**src/raf_pkg.sv**
```systemverilog
package raf_pkg;

  // Fixed-point scale of the running sum and the average (times 256).
  localparam int SCALE_SHIFT = 8;

  // Input command codes.
  localparam logic CMD_SAMPLE = 1'b0;
  localparam logic CMD_CLEAR  = 1'b1;

  // Sequencer states of the filter.
  typedef enum logic [2:0] {
    ST_IDLE,
    ST_DIV_LOAD,
    ST_DIV_WAIT,
    ST_TRIM,
    ST_TRIM_WAIT,
    ST_EMIT
  } raf_state_t;

endpackage

```
**src/raf_in_if.sv**
```systemverilog
interface raf_in_if #(
  parameter int SAMPLE_BITS = 16
);
  logic                          valid;
  logic                          ready;
  logic                          command;
  logic signed [SAMPLE_BITS-1:0] sample;

  modport source (output valid, command, sample, input ready);
  modport sink   (input valid, command, sample, output ready);
endinterface

```
**src/raf_out_if.sv**
```systemverilog
interface raf_out_if #(
  parameter int SAMPLE_BITS = 16
);
  logic                          valid;
  logic                          ready;
  logic signed [SAMPLE_BITS-1:0] average;

  modport source (output valid, average, input ready);
  modport sink   (input valid, average, output ready);
endinterface

```
**src/raf_divider.sv**
```systemverilog
// Radix-2 restoring divider for unsigned magnitudes. One quotient bit is
// produced per cycle; the dividend shifts out at the top of a shift register
// while quotient bits shift in at the bottom.
module raf_divider #(
  parameter int DIVIDEND_BITS = 41,
  parameter int DIVISOR_BITS  = 17,
  parameter int QUOTIENT_BITS = 25
) (
  input  logic                     clk,
  input  logic                     rst,
  input  logic                     start,
  input  logic [DIVIDEND_BITS-1:0] dividend,
  input  logic [DIVISOR_BITS-1:0]  divisor,
  output logic                     done,
  output logic [QUOTIENT_BITS-1:0] quotient
);

  localparam int CNT_BITS = $clog2(DIVIDEND_BITS + 1);

  logic                     busy;
  logic [CNT_BITS-1:0]      cnt;
  logic [DIVIDEND_BITS-1:0] dq;
  logic [DIVISOR_BITS-1:0]  rem;
  logic [DIVISOR_BITS-1:0]  dvs;
  logic [DIVISOR_BITS:0]    rem_shifted;
  logic [DIVISOR_BITS:0]    diff;
  logic                     qbit;

  // Trial subtraction of the divisor from the shifted partial remainder.
  always_comb begin
    rem_shifted = {rem, dq[DIVIDEND_BITS-1]};
    diff        = rem_shifted - {1'b0, dvs};
    qbit        = ~diff[DIVISOR_BITS];
  end

  // Iteration control.
  always_ff @(posedge clk) begin
    if (rst) begin
      busy <= 1'b0;
      done <= 1'b0;
      cnt  <= '0;
    end else begin
      done <= 1'b0;
      if (start) begin
        busy <= 1'b1;
        cnt  <= CNT_BITS'(DIVIDEND_BITS);
      end else if (busy) begin
        cnt <= cnt - CNT_BITS'(1);
        if (cnt == CNT_BITS'(1)) begin
          busy <= 1'b0;
          done <= 1'b1;
        end
      end
    end
  end

  // Remainder and dividend/quotient shift register.
  always_ff @(posedge clk) begin
    if (start) begin
      dq  <= dividend;
      rem <= '0;
      dvs <= divisor;
    end else if (busy) begin
      dq  <= {dq[DIVIDEND_BITS-2:0], qbit};
      rem <= qbit ? diff[DIVISOR_BITS-1:0] : rem_shifted[DIVISOR_BITS-1:0];
    end
  end

  assign quotient = dq[QUOTIENT_BITS-1:0];

  // The partial remainder stays below the divisor throughout a division.
  a_rem_below_divisor: assert property (@(posedge clk) disable iff (rst)
    busy |-> (rem < dvs))
    else $error("divider remainder not below divisor");

endmodule

```
**src/raf_msub.sv**
```systemverilog
// Shift-and-subtract unit: result = base - multiplier * multiplicand.
// One multiplier bit is consumed per cycle, LSB first, and the unit stops
// as soon as no set bits remain.
module raf_msub #(
  parameter int ACC_BITS  = 41,
  parameter int MULT_BITS = 17,
  parameter int MCND_BITS = 25
) (
  input  logic                        clk,
  input  logic                        rst,
  input  logic                        start,
  input  logic signed [ACC_BITS-1:0]  base,
  input  logic        [MULT_BITS-1:0] multiplier,
  input  logic signed [MCND_BITS-1:0] multiplicand,
  output logic                        done,
  output logic signed [ACC_BITS-1:0]  result
);

  logic                 busy;
  logic [MULT_BITS-1:0] mult;
  logic [ACC_BITS-1:0]  addend;

  // Step control.
  always_ff @(posedge clk) begin
    if (rst) begin
      busy <= 1'b0;
      done <= 1'b0;
    end else begin
      done <= 1'b0;
      if (start) begin
        busy <= 1'b1;
      end else if (busy && (mult == '0)) begin
        busy <= 1'b0;
        done <= 1'b1;
      end
    end
  end

  // Accumulator, shifted multiplicand and remaining multiplier bits.
  always_ff @(posedge clk) begin
    if (start) begin
      result <= base;
      mult   <= multiplier;
      addend <= {{(ACC_BITS-MCND_BITS){multiplicand[MCND_BITS-1]}}, multiplicand};
    end else if (busy && (mult != '0)) begin
      if (mult[0]) begin
        result <= result - $signed(addend);
      end
      addend <= {addend[ACC_BITS-2:0], 1'b0};
      mult   <= {1'b0, mult[MULT_BITS-1:1]};
    end
  end

endmodule

```
**src/running_average_filter_unit.sv**
```systemverilog
// Running average filter. Each sample transaction on feed adds sample*256 to
// a running sum and returns on result the sum divided by the fill count,
// divided by 256 and truncated toward zero; once the fill count passes
// window_length the excess is taken out of the sum in one step, so the
// filter moves from a cumulative mean to an exponential moving average. A
// clear transaction zeroes sum, count and average and returns nothing. One
// sample is processed at a time: the next one is taken only once the
// radix-2 divider, which produces one quotient bit per cycle over the full
// sum width, has finished and the result has been handed off. When the fill
// count must be trimmed, the shift-and-subtract unit runs in between until
// no set bits of the excess remain. A waiting result does not block the next
// sample; only the final hand-off waits for the result register to be free.
module running_average_filter_unit #(
  parameter int SAMPLE_BITS = 16,
  parameter int WINDOW_BITS = 16
) (
  input  logic                   clk,
  input  logic                   rst,
  raf_in_if.sink                 feed,
  raf_out_if.source              result,
  input  logic                   window_length_we,
  input  logic [WINDOW_BITS-1:0] window_length_data
);

  localparam int SHIFT      = raf_pkg::SCALE_SHIFT;
  localparam int SUM_BITS   = SAMPLE_BITS + SHIFT + WINDOW_BITS + 1;
  localparam int COUNT_BITS = WINDOW_BITS + 1;
  localparam int AVG_BITS   = SAMPLE_BITS + SHIFT + 1;

  raf_pkg::raf_state_t state;
  raf_pkg::raf_state_t state_next;

  logic [WINDOW_BITS-1:0]       window;
  logic signed [SUM_BITS-1:0]   sum;
  logic [COUNT_BITS-1:0]        count;
  logic signed [AVG_BITS-1:0]   avg;

  logic                         in_accept;
  logic                         is_clear;
  logic signed [SUM_BITS-1:0]   sample_scaled;
  logic [SUM_BITS-1:0]          sum_mag;
  logic                         over_window;
  logic [COUNT_BITS-1:0]        excess;

  logic                         div_start;
  logic                         div_done;
  logic [AVG_BITS-1:0]          div_quotient;
  logic signed [AVG_BITS-1:0]   avg_next;

  logic                         msub_start;
  logic                         msub_done;
  logic signed [SUM_BITS-1:0]   msub_result;

  logic                         out_load;
  logic [AVG_BITS-1:0]          avg_mag;
  logic [SAMPLE_BITS-1:0]       out_mag;
  logic signed [SAMPLE_BITS-1:0] out_value;

  // Window register; a zero write is stored as one.
  always_ff @(posedge clk) begin
    if (rst) begin
      window <= WINDOW_BITS'(8);
    end else if (window_length_we) begin
      window <= (window_length_data == '0) ? WINDOW_BITS'(1) : window_length_data;
    end
  end

  // Input decode, scaled sample and trim test.
  always_comb begin
    in_accept     = feed.valid && feed.ready;
    is_clear      = (feed.command == raf_pkg::CMD_CLEAR);
    sample_scaled = {{(SUM_BITS-SAMPLE_BITS-SHIFT){feed.sample[SAMPLE_BITS-1]}},
                     feed.sample, SHIFT'(0)};
    sum_mag       = sum[SUM_BITS-1] ? (SUM_BITS'(0) - sum) : sum;
    over_window   = (count > {1'b0, window});
    excess        = count - {1'b0, window};
    avg_next      = sum[SUM_BITS-1] ? (AVG_BITS'(0) - div_quotient) : div_quotient;
  end

  // Output value: scaled average over 256, truncated toward zero.
  always_comb begin
    avg_mag   = avg[AVG_BITS-1] ? (AVG_BITS'(0) - avg) : avg;
    out_mag   = avg_mag[AVG_BITS-2:SHIFT];
    out_value = avg[AVG_BITS-1] ? (SAMPLE_BITS'(0) - out_mag) : out_mag;
  end

  // Sequencer state register.
  always_ff @(posedge clk) begin
    if (rst) begin
      state <= raf_pkg::ST_IDLE;
    end else begin
      state <= state_next;
    end
  end

  // Next state and control strobes.
  always_comb begin
    state_next = state;
    feed.ready = 1'b0;
    div_start  = 1'b0;
    msub_start = 1'b0;
    out_load   = 1'b0;
    case (state)
      raf_pkg::ST_IDLE: begin
        feed.ready = 1'b1;
        if (feed.valid && !is_clear) begin
          state_next = raf_pkg::ST_DIV_LOAD;
        end
      end
      raf_pkg::ST_DIV_LOAD: begin
        div_start  = 1'b1;
        state_next = raf_pkg::ST_DIV_WAIT;
      end
      raf_pkg::ST_DIV_WAIT: begin
        if (div_done) begin
          state_next = raf_pkg::ST_TRIM;
        end
      end
      raf_pkg::ST_TRIM: begin
        if (over_window) begin
          msub_start = 1'b1;
          state_next = raf_pkg::ST_TRIM_WAIT;
        end else begin
          state_next = raf_pkg::ST_EMIT;
        end
      end
      raf_pkg::ST_TRIM_WAIT: begin
        if (msub_done) begin
          state_next = raf_pkg::ST_EMIT;
        end
      end
      raf_pkg::ST_EMIT: begin
        if (!result.valid || result.ready) begin
          out_load   = 1'b1;
          state_next = raf_pkg::ST_IDLE;
        end
      end
      default: begin
        state_next = raf_pkg::ST_IDLE;
      end
    endcase
  end

  // Filter state: sum, fill count and scaled average.
  always_ff @(posedge clk) begin
    if (rst) begin
      sum   <= '0;
      count <= '0;
      avg   <= '0;
    end else begin
      if (in_accept) begin
        if (is_clear) begin
          sum   <= '0;
          count <= '0;
          avg   <= '0;
        end else begin
          sum   <= sum + sample_scaled;
          count <= count + COUNT_BITS'(1);
        end
      end
      if ((state == raf_pkg::ST_DIV_WAIT) && div_done) begin
        avg <= avg_next;
      end
      if (msub_start) begin
        count <= {1'b0, window};
      end
      if ((state == raf_pkg::ST_TRIM_WAIT) && msub_done) begin
        sum <= msub_result;
      end
    end
  end

  // Result register.
  always_ff @(posedge clk) begin
    if (rst) begin
      result.valid <= 1'b0;
    end else if (out_load) begin
      result.valid <= 1'b1;
    end else if (result.ready) begin
      result.valid <= 1'b0;
    end
  end

  always_ff @(posedge clk) begin
    if (out_load) begin
      result.average <= out_value;
    end
  end

  // Serial divider: |sum| / count.
  raf_divider #(
    .DIVIDEND_BITS (SUM_BITS),
    .DIVISOR_BITS  (COUNT_BITS),
    .QUOTIENT_BITS (AVG_BITS)
  ) u_divider (
    .clk      (clk),
    .rst      (rst),
    .start    (div_start),
    .dividend (sum_mag),
    .divisor  (count),
    .done     (div_done),
    .quotient (div_quotient)
  );

  // Serial trim: sum - excess * average.
  raf_msub #(
    .ACC_BITS  (SUM_BITS),
    .MULT_BITS (COUNT_BITS),
    .MCND_BITS (AVG_BITS)
  ) u_msub (
    .clk          (clk),
    .rst          (rst),
    .start        (msub_start),
    .base         (sum),
    .multiplier   (excess),
    .multiplicand (avg),
    .done         (msub_done),
    .result       (msub_result)
  );

  // A clear transaction leaves an empty filter behind.
  a_clear_empties: assert property (@(posedge clk) disable iff (rst)
    (in_accept && is_clear) |=> ((sum == '0) && (count == '0) && (avg == '0)))
    else $error("clear did not empty the filter");

  // By the time a result is emitted the fill count is within the window.
  a_count_in_window: assert property (@(posedge clk) disable iff (rst)
    (state == raf_pkg::ST_EMIT) |-> (count <= {1'b0, window}))
    else $error("fill count above window at result");

  // The divider only finishes while the sequencer waits for it.
  a_div_done_expected: assert property (@(posedge clk) disable iff (rst)
    div_done |-> (state == raf_pkg::ST_DIV_WAIT))
    else $error("divider finished outside its wait state");

endmodule

```
**src/flat_wrapper.sv**
```systemverilog
// flat-port wrapper written by rule: the top's interface ports become plain ports
module running_average_filter_unit_flat 
#(
  parameter int SAMPLE_BITS = 16,
  parameter int WINDOW_BITS = 16
)
  (clk, rst, window_length_we, window_length_data, feed_valid, feed_command, feed_sample, feed_ready, result_valid, result_average, result_ready);
  raf_in_if #(.SAMPLE_BITS(SAMPLE_BITS)) feed_i ();
  raf_out_if #(.SAMPLE_BITS(SAMPLE_BITS)) result_i ();
  input  logic clk;
  input  logic rst;
  input  logic window_length_we;
  input  logic [WINDOW_BITS-1:0] window_length_data;
  input wire logic [$bits(feed_i.valid)-1:0] feed_valid;
  input wire logic [$bits(feed_i.command)-1:0] feed_command;
  input wire logic [$bits(feed_i.sample)-1:0] feed_sample;
  output wire logic [$bits(feed_i.ready)-1:0] feed_ready;
  output wire logic [$bits(result_i.valid)-1:0] result_valid;
  output wire logic [$bits(result_i.average)-1:0] result_average;
  input wire logic [$bits(result_i.ready)-1:0] result_ready;
  assign feed_i.valid = feed_valid;
  assign feed_i.command = feed_command;
  assign feed_i.sample = feed_sample;
  assign feed_ready = feed_i.ready;
  assign result_valid = result_i.valid;
  assign result_average = result_i.average;
  assign result_i.ready = result_ready;
  running_average_filter_unit #(.SAMPLE_BITS(SAMPLE_BITS), .WINDOW_BITS(WINDOW_BITS)) u_core (.clk(clk), .rst(rst), .feed(feed_i), .result(result_i), .window_length_we(window_length_we), .window_length_data(window_length_data));
endmodule
```
**config.mk**
```make
export PLATFORM = sky130hd
export DESIGN_NAME = running_average_filter_unit_flat
export DESIGN_NICKNAME = d
export VERILOG_FILES = /design/src/raf_pkg.sv /design/src/raf_in_if.sv /design/src/raf_out_if.sv /design/src/raf_divider.sv /design/src/raf_msub.sv /design/src/running_average_filter_unit.sv /design/src/flat_wrapper.sv
export SDC_FILE = /design/constraint.sdc
export NUM_CORES = 1
export LEC_CHECK = 0
export BUFFER_PORTS_ARGS = -buffer_cell sky130_fd_sc_hd__buf_2
export CAP_MARGIN = 20
export CELL_PAD_IN_SITES_DETAIL_PLACEMENT = 2
export CELL_PAD_IN_SITES_GLOBAL_PLACEMENT = 2
export CORE_ASPECT_RATIO = 1.1
export CORE_MARGIN = 2
export CORE_UTILIZATION = 40
export CTS_BUF_LIST = sky130_fd_sc_hd__clkbuf_8 sky130_fd_sc_hd__clkbuf_16
export DETAILED_ROUTE_END_ITERATION = 16
export GPL_ROUTABILITY_DRIVEN = 0
export PLACE_DENSITY_LB_ADDON = 0.1
export SYNTH_ARGS = -nofsm -noshare
export SYNTH_HDL_FRONTEND = slang
export SYNTH_SLANG_ARGS = --single-unit
```
**constraint.sdc**
```tcl
create_clock -name clk -period 5.4 [get_ports clk]
set_input_delay 0.81 -clock clk [delete_from_list [all_inputs] [get_ports clk]]
set_output_delay 0.81 -clock clk [all_outputs]
set_load 0.01 [all_outputs]
```
After elaboration in Yosys (flattened, before gate mapping)

Cells that the tools add are included.

$lt $le $gt $ge: 1
$mul: 0
Muxes and demuxes: 47
Equality and inequality tests: 10
Shift-type cells: 0
Divide/modulo/power cells: 0
Bitwise logic cells: 2
$add $sub $neg: 10
Reduce and logical (&&, ||, !) cells: 28

Operator list:

| cell                  | number |
|---|---|
| $mux 41               | 11 |
| $mux 25               | 4 |
| $mux 17               | 4 |
| $mux 16               | 4 |
| $add 41x24->41        | 1 |
| $sub 1x41->41 const A | 1 |
| $sub 41x41->41        | 1 |
| $sub 1x25->25 const A | 1 |
| $mux 24               | 1 |
| $sub 1x24->24 const A | 1 |
| $pmux 3 s6            | 1 |
| $reduce_bool 2->1     | 9 |
| $sub 18x17->18        | 1 |
| $add 17x1->17 const B | 1 |
| $gt 17x16->1          | 1 |
| $logic_not 17->1      | 1 |
| $reduce_bool 17->1    | 1 |
| $sub 17x16->17        | 1 |
| $logic_not 16->1      | 1 |
| $mux 1                | 16 |
| $sub 1x16->16 const A | 1 |
| $mux 3                | 4 |
| $mux 6                | 2 |
| $eq 3x2->1 const B    | 2 |
| other kinds (15)      | 27 |

Latch bits: 0
Word-level logic and storage cells: 118
Input bits: 38
Bits in writable memories: 0
Bits in registers: 303
Memories kept: 0
Bits in read-only memories: 0
Output and inout port bits: 18

Depth between registers and ports, before layout

Word-level depth: 5
Gate-level depth with buffers: 15
Depth with buffers taken out: 13

Hierarchy

Synthesis repeated with hierarchy kept, for this count alone.

Cells, all modules: 2165
Area total of the unflattened synthesis: 19876.6 um2

Modules (own cells, without submodules):

| module                      | cells each | sequential area each (um2) | times used | area an instance (um2) |
|---|---|---|---|---|
| running_average_filter_unit | 1106       | 2542.4                     | 1          | 8937.3 |
| raf_msub                    | 651        | 3012.9                     | 1          | 6402.4 |
| raf_divider                 | 408        | 2242.2                     | 1          | 4536.9 |

Least setup slack after synthesis

Ideal clock, no wire load.

Path type: register to register
Start point: register u_core.window[7]
End point: register u_core.u_msub.result[0], enable pin
Slack: 0.593 ns
Period minus slack after synthesis: 4.807 ns
Stages on the path, launching flop included: 12
Required time: 4.634 ns
Arrival time: 4.041 ns
Buffers on the path: 3
Library setup time: 0.766 ns
Cell sequence: dfxtp_1 -> inv_1 -> ha_1 -> a21o_1 -> a2111oi_0 -> a211oi_1 -> o21ai_0 -> or2_2 -> clkbuf_1 -> clkbuf_1 -> clkbuf_1 -> o21ai_0

Longest elaborated chain between the ends: 5
Elaborated cells between the ends (all ways): 6
Those cells by class: order compare: 1; mux: 2; reduce/logical: 3

Ends and longest elaborated chain:

| what                         | RTL line                           | text |
|---|---|---|
| start: declaration           | running_average_filter_unit.sv:33  | `logic [WINDOW_BITS-1:0] window;` |
| start signal: assignment     | running_average_filter_unit.sv:64  | `window <= (window_length_data == '0) ? WINDOW_BITS'(1) : window_length_data;` |
| $gt 17x16->1 *               | running_average_filter_unit.sv:75  | `over_window = (count > {1'b0, window});` |
| $mux 1 *                     | running_average_filter_unit.sv:120 | `if (over_window) begin` |
| $mux 1 *                     | running_average_filter_unit.sv:103 | `case (state)` |
| $reduce_bool 2->1 (no line)  | --                                 |  |
| $reduce_and 2->1 (no line) * | --                                 |  |
| end signal: assignment       | raf_msub.sv:42                     | `result <= base;` |
| end signal: assignment       | raf_msub.sv:47                     | `result <= result - $signed(addend);` |
| end: declaration             | raf_msub.sv:16                     | `output logic signed [ACC_BITS-1:0] result` |

Mark *: on every way between the ends. The rest lies on a longest branch, timed or not.
A chain may end at the register's enable or synchronous reset.

Final worst setup path

Start point: register u_core.u_msub.addend[0]
End point: register u_core.u_msub.result[38] (data pin)

Longest elaborated chain between the ends: 4

Ends and longest elaborated chain:

| what                     | RTL line       | text |
|---|---|---|
| start: declaration       | raf_msub.sv:21 | `logic [ACC_BITS-1:0] addend;` |
| start signal: assignment | raf_msub.sv:44 | `addend <= {{(ACC_BITS-MCND_BITS){multiplicand[MCND_BITS-1]}}, multiplicand};` |
| start signal: assignment | raf_msub.sv:49 | `addend <= {addend[ACC_BITS-2:0], 1'b0};` |
| $sub 41x41->41           | raf_msub.sv:47 |  |
| $mux 41                  | raf_msub.sv:46 | `if (mult[0]) begin` |
| $mux 41                  | raf_msub.sv:45 | `end else if (busy && (mult != '0)) begin` |
| $mux 41                  | raf_msub.sv:41 | `if (start) begin` |

Every way passes these cells. The select of a mux whose other input is x is not followed.

==> metrics.cfg <==
[critical_path]
cp-start-kind=flop
arrival_ns=4.65
crit_required_ns=5.78
cp-end-kind=flop
cp_max_fo=3
crit_type=flop to flop

[status]
outcome=complete, no violations

[routing]
routedWlPerCell_um=22.2
drt_iter0_markers=950
detail-route-antenna-nets=0
routed_wl_mm=62.6
vias=16500
drc=0
drt_pass1_iterations=5
vias_per_cell=5.86

[floorplanning]
core_um2=47500
fp.dieW_um=213
ios=56
die-area_um2=49600
floorplan.initialDensity=0.403
fp.dieH_um=233
rows=84

[global_route]
grt-ovfl-total=0
grt_use_total=0.253
antenna_found_initial=0
grt_pass1_vias=17700
grt_pass1_wl_mm=99.1
grt_max_degree=59

[synthesis]
yosysWarnings=0
synthArstFlopShare=0
synth_area_leaders=edfxtp_1, dfxtp_1, ha_1, o21ai_0, xnor2_1
synth-main-ff-cell=edfxtp_1
netlist.area_leader.share=0.271
yosysSeqAreaShare=0.407
synthCells=2142
ys_types=76
post_synth.cell_area_avg_um2=8.94
synth_largest_area_cell=edfxtp_1
synthesis.nets=2295
ys_ff_latch=303
synthesis.area_um2=19100
synth.most_common_cell=nand2_1
synth_common_cells=nand2_1, o21ai_0, nor2_1
synth_edf_count=173

[cts]
ctsHtreeMaxLevel=2
cts_made_buffers=38
cts-root-buf=clkbuf_16
ctsResizeCount=0
insertion_delay_ns=0.55
cts.sinks=303
hold_buffers=0
cts_tree=yes
clk_path_buf_depth=3
path_clk_slew_ns=0.06
cts_setup_buffers=0

[pwr]
power_density_nw_per_um2=409
cell_internal_pwr_mw=5.54
p_comb_frac=0.324
clkPwrFrac=0.294
p_seq_frac=0.382
p_leak_nw=8.64
net-switching-power_mw=3.16
p_sw_frac=0.363
ir_worst_vdd_uv=320

[sta]
max_freq_mhz=234
setup_viol=0
period_minus_slack_ns=4.27
rsz0062_at_grt=no
final-hold-violation-count=0
finalCritPeriodShare=0.790
skew_ns=0.0151
setup_tns_ns=0
maxSlewViolCount=0
tightest_slew_ns=1.04
slew_headroom=0.309

[placement]
dpl-instance-area_um2=20000
io_buffer_count=55
dp_hpwl_mm=45.4

[finish]
fill_cells=5179
area_growth_syn_to_layout_pct=11.0
drive_gt1_frac=0.0768
n_antenna_cell=0
finalInstanceArea_um2=21300
seq_area_um2=7800
fin_nets=2299
multiInputGateArea_um2=10500

[flow_run]
drv_cap=0

[worst_hold_path]
hp-class=flop to flop

-- cell families after synthesis --
family                   Yosys count  share of synthesized area
flip-flops                       303                      0.407
AND/OR/NAND/NOR                  643                      0.159
adder cells (fa/ha/maj)          115                     0.0767
multiplexers                      36                     0.0189
XOR/XNOR                         170                     0.0778
AO/OA/AOI/OAI                    650                      0.214
buffers and inverters            225                     0.0465
-- power by group through the flow --
stage | clock, mW | sequential, mW | combinational, mW
6_report | 2.56 | 3.32 | 2.81
5_1_grt | 2.70 | 3.37 | 3.12
4_1_cts | 2.61 | 3.32 | 2.84
3_5_place_dp | 0 | 3.36 | 2.80
3_3_place_gp | 0 | 3.33 | 2.65
2_1_floorplan | 0 | 3.18 | 2.12
-- sequential cells by signal (all words and copies together), names as in the netlist, 6 cells and up --
name	count
u_core.u_divider.dvs	17
u_core.u_msub.mult	17
u_core.u_msub.addend	41
u_core.u_divider.rem	17
u_core.u_divider.dq	41
u_core.count	17
u_core.u_divider.cnt	6
u_core.window	16
u_core.sum	41
u_core.result.average	16
u_core.u_msub.result	41
u_core.avg	25
-- worst max-delay path: stages, from the launching register on --
cell and delay, ns:
edfxtp_1 0.41, ha_1 0.25, fa_1 0.42, nor2b_1 0.18
o31ai_1 0.10, a21oi_1 0.32, a31oi_1 0.21, nand2b_1 0.24
o21ai_0 0.55, a21boi_0 0.35, o31ai_1 0.59, a2111oi_0 0.22
nor3b_1 0.25
-- layout by cell type, fill, tap and decap left out, types with 23 or more instances in the layout --
cell type,Yosys,layout
clkbuf_16,0,40
buf_2,1,54
nor2_1,176,173
nand2b_1,24,23
a222oi_1,25,25
a22oi_1,43,43
a21o_1,49,49
and3_1,25,25
o21ai_0,211,210
a21oi_1,146,145
nand2_1,226,225
nand3_1,34,34
buf_4,0,25
a211oi_1,36,36
mux2i_1,34,34
edfxtp_1,173,173
o31ai_1,28,28
dfxtp_1,130,129
xor2_1,70,70
ha_1,111,111
inv_1,109,125
nor3_1,31,29
xnor2_1,100,99
-- stage by stage --
| stage | power (mW) | std cells | hold slack [ns] | util | worst slack, ns |
|---|---|---|---|---|---|
| floorplan | 5.30 | 2142 | 0.415 | - | 0.593 |
| global placement | 5.99 | 2751 | 0.447 | 0.421 | 0.999 |
| detailed placement | 6.16 | 2751 | 0.469 | 0.421 | 0.896 |
| CTS | 8.77 | 2820 | 0.500 | 0.447 | 1.13 |
| global route | 9.19 | 2820 | 0.527 | 0.447 | 0.869 |
| finish | 8.69 | 2820 | 0.496 | 0.447 | 1.13 |
-- per-layer routing --
layer | up-vias | track usage | routed length (um)
met5 | - | 0 | 0
met4 | 0 | 0.0911 | 2070
met3 | 109 | 0.0313 | 2080
met2 | 239 | 0.427 | 29900
met1 | 8344 | 0.331 | 28500
li1 | 7822 | - | -
-- worst paths after layout --
path	start	slack (ns)	end	cells past startpoint
worst max-delay path	u_core.u_msub.addend[0]	1.13	u_core.u_msub.result[38]	12
worst min-delay path	u_core.u_msub.busy	0.50	u_core.u_msub.done	2
worst max register to register	u_core.u_msub.addend[0]	1.13	u_core.u_msub.result[38]	12
worst min register to register	u_core.u_msub.busy	0.50	u_core.u_msub.done	2
-- layout make-up --
| type | count | share of cell area |
|---|---|---|
| clock buffers | 47 | 0.0516 |
| well taps | 645 | 0.0380 |
| repair buffers | 79 | 0.0215 |
| clock inverters | 22 | 0.00671 |
| inverters | 110 | 0.0194 |
| multi-input cells | 1614 | 0.496 |
| flip-flops and latches | 303 | 0.367 |
Power figures use the tool's default switching activity.
